**src/rmst_pkg.sv**
```systemverilog
// ---------------------------------------------------------------------------
// rmst_pkg
// Shared types and constants for the range-minimum segment tree unit.
// ---------------------------------------------------------------------------
package rmst_pkg;

   localparam int LEAVES_DEFAULT = 1024;
   localparam int POS_W          = 10;
   localparam int VAL_W          = 32;
   localparam int CNT_W          = 11;
   localparam int CSR_IDX_W      = 1;

   localparam logic signed [VAL_W-1:0] RESET_NODE_VALUE = 32'sd99999;
   localparam logic [CNT_W-1:0]        ACTIVE_RESET     = 11'd1024;
   localparam logic signed [VAL_W-1:0] EMPTY_RESET      = 32'sd99999;

   localparam logic [CSR_IDX_W-1:0] CSR_ACTIVE_COUNT = 1'b0;
   localparam logic [CSR_IDX_W-1:0] CSR_EMPTY_VALUE  = 1'b1;

   localparam logic KIND_UPDATE = 1'b0;
   localparam logic KIND_QUERY  = 1'b1;

   typedef enum logic [2:0] {
      ST_CLEAR,
      ST_IDLE,
      ST_UPDATE,
      ST_QUERY,
      ST_REPLY
   } state_type;

   typedef struct packed {
      logic signed [VAL_W-1:0] range_min;
      logic                    bad_request;
   } result_type;

   function automatic logic signed [VAL_W-1:0] smin(input logic signed [VAL_W-1:0] a,
                                                     input logic signed [VAL_W-1:0] b);
      return (b < a) ? b : a;
   endfunction

endpackage

```
**src/rmst_ctrl.sv**
```systemverilog
// ---------------------------------------------------------------------------
// rmst_ctrl
// Sequencer: clear pass, leaf-to-root update walk, bottom-up query walk.
// ---------------------------------------------------------------------------
module rmst_ctrl #(
   parameter int Leaves = rmst_pkg::LEAVES_DEFAULT
) (
   input  logic                                clock,
   input  logic                                reset,
   input  logic [rmst_pkg::CNT_W-1:0]          active_count,
   input  logic signed [rmst_pkg::VAL_W-1:0]   empty_value,
   input  logic                                req_valid,
   output logic                                req_ready,
   input  logic                                kind,
   input  logic [rmst_pkg::POS_W-1:0]          first_position,
   input  logic [rmst_pkg::POS_W-1:0]          last_position,
   input  logic signed [rmst_pkg::VAL_W-1:0]   new_value,
   output logic                                res_valid,
   input  logic                                res_ready,
   output rmst_pkg::result_type                res,
   output logic                                mem_wr_en,
   output logic [$clog2(2*Leaves)-1:0]         mem_wr_addr,
   output logic signed [rmst_pkg::VAL_W-1:0]   mem_wr_data,
   output logic [$clog2(2*Leaves)-1:0]         mem_rd_addr_a,
   input  logic signed [rmst_pkg::VAL_W-1:0]   mem_rd_data_a,
   output logic [$clog2(2*Leaves)-1:0]         mem_rd_addr_b,
   input  logic signed [rmst_pkg::VAL_W-1:0]   mem_rd_data_b
);
   import rmst_pkg::*;

   localparam int NW = $clog2(2*Leaves);
   localparam int WW = NW + 1;
   localparam int CW = (NW > CNT_W) ? NW : CNT_W;

   state_type state_ff, state_in;
   logic [NW-1:0]           clr_ff, clr_in;
   logic [NW-1:0]           idx_ff, idx_in;
   logic signed [VAL_W-1:0] cur_ff, cur_in;
   logic [WW-1:0]           lo_ff, lo_in;
   logic [WW-1:0]           hi_ff, hi_in;
   logic signed [VAL_W-1:0] acc_ff, acc_in;
   logic                    have_ff, have_in;
   logic                    pend_a_ff, pend_a_in;
   logic                    pend_b_ff, pend_b_in;
   result_type              res_ff, res_in;

   logic [CW-1:0]           limit;
   logic [NW-1:0]           leaf;
   logic [NW-1:0]           parent;
   logic signed [VAL_W-1:0] upd_min;
   logic signed [VAL_W-1:0] pair;
   logic signed [VAL_W-1:0] new_acc;
   logic                    new_have;
   logic [WW-1:0]           lo_step;
   logic [WW-1:0]           hi_m1;
   logic [WW-1:0]           hi_step;
   logic                    bad_upd;
   logic                    bad_qry;

   always_ff @(posedge clock) begin
      if (reset) begin
         state_ff  <= ST_CLEAR;
         clr_ff    <= '0;
         pend_a_ff <= 1'b0;
         pend_b_ff <= 1'b0;
         have_ff   <= 1'b0;
      end else begin
         state_ff  <= state_in;
         clr_ff    <= clr_in;
         pend_a_ff <= pend_a_in;
         pend_b_ff <= pend_b_in;
         have_ff   <= have_in;
      end
   end

   always_ff @(posedge clock) begin
      idx_ff <= idx_in;
      cur_ff <= cur_in;
      lo_ff  <= lo_in;
      hi_ff  <= hi_in;
      acc_ff <= acc_in;
      res_ff <= res_in;
   end

   always_comb begin
      limit = (CW'(active_count) > CW'(Leaves)) ? CW'(Leaves) : CW'(active_count);
      bad_upd = CW'(first_position) >= limit;
      bad_qry = (first_position > last_position) || (CW'(last_position) >= limit);
      leaf    = NW'(Leaves) + NW'(first_position);
      parent  = idx_ff >> 1;
      upd_min = smin(cur_ff, mem_rd_data_a);

      if (pend_a_ff && pend_b_ff) begin
         pair = smin(mem_rd_data_a, mem_rd_data_b);
      end else if (pend_a_ff) begin
         pair = mem_rd_data_a;
      end else begin
         pair = mem_rd_data_b;
      end
      if (!(pend_a_ff || pend_b_ff)) begin
         new_acc = acc_ff;
      end else if (have_ff) begin
         new_acc = smin(acc_ff, pair);
      end else begin
         new_acc = pair;
      end
      new_have = have_ff | pend_a_ff | pend_b_ff;

      lo_step = lo_ff + WW'(lo_ff[0]);
      hi_m1   = hi_ff - WW'(1);
      hi_step = hi_ff - WW'(hi_ff[0]);

      state_in  = state_ff;
      clr_in    = clr_ff;
      idx_in    = idx_ff;
      cur_in    = cur_ff;
      lo_in     = lo_ff;
      hi_in     = hi_ff;
      acc_in    = acc_ff;
      have_in   = have_ff;
      pend_a_in = 1'b0;
      pend_b_in = 1'b0;
      res_in    = res_ff;

      req_ready     = 1'b0;
      res_valid     = 1'b0;
      mem_wr_en     = 1'b0;
      mem_wr_addr   = clr_ff;
      mem_wr_data   = RESET_NODE_VALUE;
      mem_rd_addr_a = lo_ff[NW-1:0];
      mem_rd_addr_b = hi_m1[NW-1:0];

      case (state_ff)
         ST_CLEAR: begin
            mem_wr_en = 1'b1;
            clr_in    = clr_ff + NW'(1);
            if (&clr_ff) begin
               state_in = ST_IDLE;
            end
         end
         ST_IDLE: begin
            req_ready     = 1'b1;
            mem_wr_addr   = leaf;
            mem_wr_data   = new_value;
            mem_rd_addr_a = leaf ^ NW'(1);
            if (req_valid) begin
               if (kind == KIND_UPDATE) begin
                  if (bad_upd) begin
                     res_in   = '{range_min: empty_value, bad_request: 1'b1};
                     state_in = ST_REPLY;
                  end else begin
                     mem_wr_en = 1'b1;
                     idx_in    = leaf;
                     cur_in    = new_value;
                     state_in  = ST_UPDATE;
                  end
               end else begin
                  if (bad_qry) begin
                     res_in   = '{range_min: empty_value, bad_request: 1'b1};
                     state_in = ST_REPLY;
                  end else begin
                     lo_in    = WW'(Leaves) + WW'(first_position);
                     hi_in    = WW'(Leaves) + WW'(last_position) + WW'(1);
                     have_in  = 1'b0;
                     state_in = ST_QUERY;
                  end
               end
            end
         end
         ST_UPDATE: begin
            mem_wr_en     = 1'b1;
            mem_wr_addr   = parent;
            mem_wr_data   = upd_min;
            mem_rd_addr_a = parent ^ NW'(1);
            cur_in        = upd_min;
            idx_in        = parent;
            if (parent == NW'(1)) begin
               res_in   = '{range_min: empty_value, bad_request: 1'b0};
               state_in = ST_REPLY;
            end
         end
         ST_QUERY: begin
            acc_in  = new_acc;
            have_in = new_have;
            if (lo_ff < hi_ff) begin
               pend_a_in = lo_ff[0];
               pend_b_in = hi_ff[0];
               lo_in     = lo_step >> 1;
               hi_in     = hi_step >> 1;
            end else begin
               res_in   = '{range_min: (new_have ? new_acc : empty_value),
                            bad_request: 1'b0};
               state_in = ST_REPLY;
            end
         end
         ST_REPLY: begin
            res_valid = 1'b1;
            if (res_ready) begin
               state_in = ST_IDLE;
            end
         end
         default: begin
            state_in = ST_IDLE;
         end
      endcase
   end

   assign res = res_ff;

endmodule

```
**config.mk**
```make
export PLATFORM = sky130hd
export DESIGN_NAME = rmst_ctrl
export DESIGN_NICKNAME = d
export VERILOG_FILES = /design/src/rmst_pkg.sv /design/src/rmst_ctrl.sv
export SDC_FILE = /design/constraint.sdc
export NUM_CORES = 1
export LEC_CHECK = 0
export BUFFER_PORTS_ARGS = -buffer_cell sky130_fd_sc_hd__buf_2
export CAP_MARGIN = 0
export CORE_MARGIN = 2
export CORE_UTILIZATION = 30
export CTS_CLUSTER_DIAMETER = 60
export DETAILED_ROUTE_END_ITERATION = 6
export GPL_TIMING_DRIVEN = 0
export SLEW_MARGIN = 15
export SYNTH_ARGS = -nofsm -noshare
export SYNTH_HDL_FRONTEND = slang
export SYNTH_SLANG_ARGS = --single-unit
```
**constraint.sdc**
```tcl
create_clock -name clock -period 8.51 [get_ports clock]
set_input_delay 1.702 -clock clock [delete_from_list [all_inputs] [get_ports clock]]
set_output_delay 1.702 -clock clock [all_outputs]
set_load 0.1 [all_outputs]
```
==> metrics.cfg <==
[run_status]
status = completed

[final_layout]
layout_commonest_cell = buf_2
fill_cells = 3883
mostFrequentLayoutCells = buf_2 (268), nand2_1 (172), ha_1 (137)
stdcell_count = 2020
finalNetCount = 1796
fin_area_mm2 = 0.01425
drive_gt1_frac = 0.2780
area.growth.synth_to_final_pct = 23.27

[die]
die_h_um = 200.3
start_util = 0.3056
ios = 265
placementRows = 71
die_w_um = 200.3
core_mm2 = 0.03784
dieArea_mm2 = 0.04013

[global_routing]
antenna_found_initial = 2
met1_usage = 0.2436
grt_max_degree = 26
met2_usage = 0.3137
grt_pass1_vias = 10025
use_met3 = 0.04149
overflow = 0
top_usage_layer = met2
grt_first_pass_wirelength_mm = 58.26
grt.total_usage = 0.1905

[clock_tree]
post_cts_buffers = 0
cts.sinks = 147
cts_resized = 0
cts_tree = built
cts_max_level = 4
clk_pin_slew_ns = 0.06
clock_latency_ns = 0.45
cts_buffers = 17
root_buffer = clkbuf_16
clockBufferDepth = 2
cts_hold_buf = 0

[place]
placed_area_mm2 = 0.01365
placed_cells = 1987
pre_cts_ws_ns = 0.9773
dp_hpwl_mm = 31.55
io_buffers = 263
gp_congestion = 0.9308

[yosys]
synth_nets = 1507
yosys_register_bits = 147
syn_area_per_cell_um2 = 9.588
synthesis.area_mm2 = 0.01156
synth.distinct_cells = 63
synth_edf_count = 130
yosysWarnings = 0
synth_cells = 1206
synthFlopType = edfxtp_1
synthArstFlopShare = 0
seq_area_frac_synth = 0.3670

[power_and_ir_drop]
switching_power_w = 0.0005081
leakage_nw = 6.588
power_w = 0.001869
p_per_area_mw_per_mm2 = 131.1
p_comb_frac = 0.153
seq_power_share = 0.421
vdd_ir_drop_max_mv = 0.1242
switching_share = 0.2719
intPower_w = 0.001361
p_clk_frac = 0.426

[timing]
fin_setup_tns_ns = 0
slew_headroom = 0.4371
layout_setup_ws_ns = 1.206
finClkSkew_ns = 0.01261
rsz0062_at_grt = no
fin_crit_sh = 0.8583
setup_viol_count_final = 0
max_freq_mhz = 136.9
tightest_slew_ns = 0.8334
post-route-min-period_ns = 7.304
hold_viol_final = 0
maxSlewViolCount = 0

[min_path]
min_path_type = register to register

[routing]
wl_mm = 38.76
wl_per_cell_um = 19.19
dr.pass1.iters = 6
drc_errors = 0
vias = 10164
ant_nets = 0
drtIter0Drc = 628
viasPerCell = 5.032

[critical_path]
path_buf_inv = 4
crit_type = primary input to primary output
startpoint_type = primary input
worst_path_most_repeated_cell = a21o_1
cp_slowest_stage_delay_ns = 0.51
slowest_stage = a2111oi_0
critPathCaptureType = primary output
critPathArrivalTime_ns = 5.60
path_max_fanout = 10
crit_chain = buf_2 -> ha_1 -> a21o_1 -> a21o_1 -> a21o_1 -> a21o_1 -> a2111oi_0 -> o211ai_1 -> a311o_1 -> clkbuf_1 -> buf_1 -> mux2i_1 -> o21ai_0 -> buf_2
cpLargestDelayFamily = compound AO/OA/AOI/OAI gates
required_ns = 6.81

[run]
max-cap-violations = 0

power groups by stage:
stage               combinational (W)  sequential, W  clock (W)
floorplan                    0.000169       0.000805          0
global placement             0.000276       0.000803          0
detailed placement           0.000284       0.000803          0
CTS                          0.000286       0.000787   0.000816
global route                 0.000317       0.000788   0.000839
finish                       0.000285       0.000788   0.000796
logic make-up (layout without fill, tap and decap cells):
family | after synthesis | count (layout) | synth area share
multiplexers | 131 | 131 | 0.1334
buffers and inverters | 175 | 476 | 0.05929
flip-flops | 147 | 147 | 0.3670
AND/OR/NAND/NOR | 327 | 327 | 0.1302
other | 0 | 2 | 0
AO/OA/AOI/OAI | 257 | 257 | 0.1376
adder cells (fa/ha/maj) | 137 | 137 | 0.1482
XOR/XNOR | 32 | 32 | 0.02424
worst reg2reg max path: cells and delay by family (launching register included):
| family | cells | cell delay (ns) |
|---|---|---|
| mux | 3 | 1.03 |
| fa+ha+maj | 1 | 0.31 |
| buf+inv | 3 | 0.90 |
| simple gates | 2 | 0.25 |
| compound gates | 7 | 1.72 |
| flops | 1 | 0.31 |
cell usage after synthesis (all sizes together) (5+ instances only):
cell type / n / area (um^2)
mux2: 95 / 1182
a21o: 27 / 202.7
nor2: 38 / 142.6
buf: 11 / 70.06
nand4: 22 / 137.6
o21a: 14 / 105.1
dfxtp: 17 / 340.3
xnor2: 20 / 175.2
nand2b: 19 / 118.9
a31oi: 8 / 50.05
inv: 129 / 484.2
a2111oi: 5 / 50.04
nor3: 13 / 70.07
o21ai: 106 / 530.5
and3: 6 / 37.54
edfxtp: 130 / 3904
nand3: 20 / 100.1
nor2b: 14 / 87.58
clkbuf: 33 / 123.9
nand2: 172 / 645.6
ha: 137 / 1714
xor2: 12 / 105.1
a21oi: 53 / 265.3
mux2i: 36 / 360.4
a22oi: 11 / 82.58
sequential cells by signal, summed over array words and instances (netlist names), 3 cells and up:
name / cells
cur_ff: 32
idx_ff: 10
state_ff: 3
acc_ff: 32
hi_ff: 12
clr_ff: 11
res: 33
lo_ff: 11
stage by stage:
stage / util / hold slack [ns]
2_1_floorplan: - / 0.4670
3_3_place_gp: 0.3572 / 0.4805
3_5_place_dp: 0.3606 / 0.5007
4_1_cts: 0.3765 / 0.5098
5_1_grt: 0.3766 / 0.5616
6_report: 0.3767 / 0.4992
area by class of cell:
type                       instances  area (um^2)  share of cell area
antenna                            2        5.005           0.0003511
buffer                            44        195.2             0.01369
clock buffer                      17        425.4             0.02984
clock inverter                    14        178.9             0.01255
inverter                         131        491.7             0.03449
multi-input combinational        884         6666              0.4677
sequential                       147         4244              0.2977
tap                              511        639.4             0.04485
timing repair buffer             270         1409             0.09883
metal layers:
metal | part of all wire | vias to the layer above
met1 | 0.43 | 4792
met2 | 0.47 | 390
li1 | - | 4917
met3 | 0.069 | 63
met5 | 0.00041 | -
met4 | 0.031 | 2
worst paths after layout:
| path | from | to | slack (ns) | cells past startpoint |
|---|---|---|---|---|
| setup / recovery | mem_rd_data_a[1] | mem_wr_data[14] | 1.21 | 14 |
| hold / removal | clr_ff[5]$_SDFFE_PP0P_ | clr_ff[5]$_SDFFE_PP0P_ | 0.50 | 2 |
| setup reg to reg | pend_a_ff$_SDFF_PP0_ | res[1]$_DFFE_PP_ | 3.74 | 16 |
| hold reg to reg | clr_ff[5]$_SDFFE_PP0P_ | clr_ff[5]$_SDFFE_PP0P_ | 0.50 | 2 |
No activity file was read; power rests on OpenSTA's default activity.
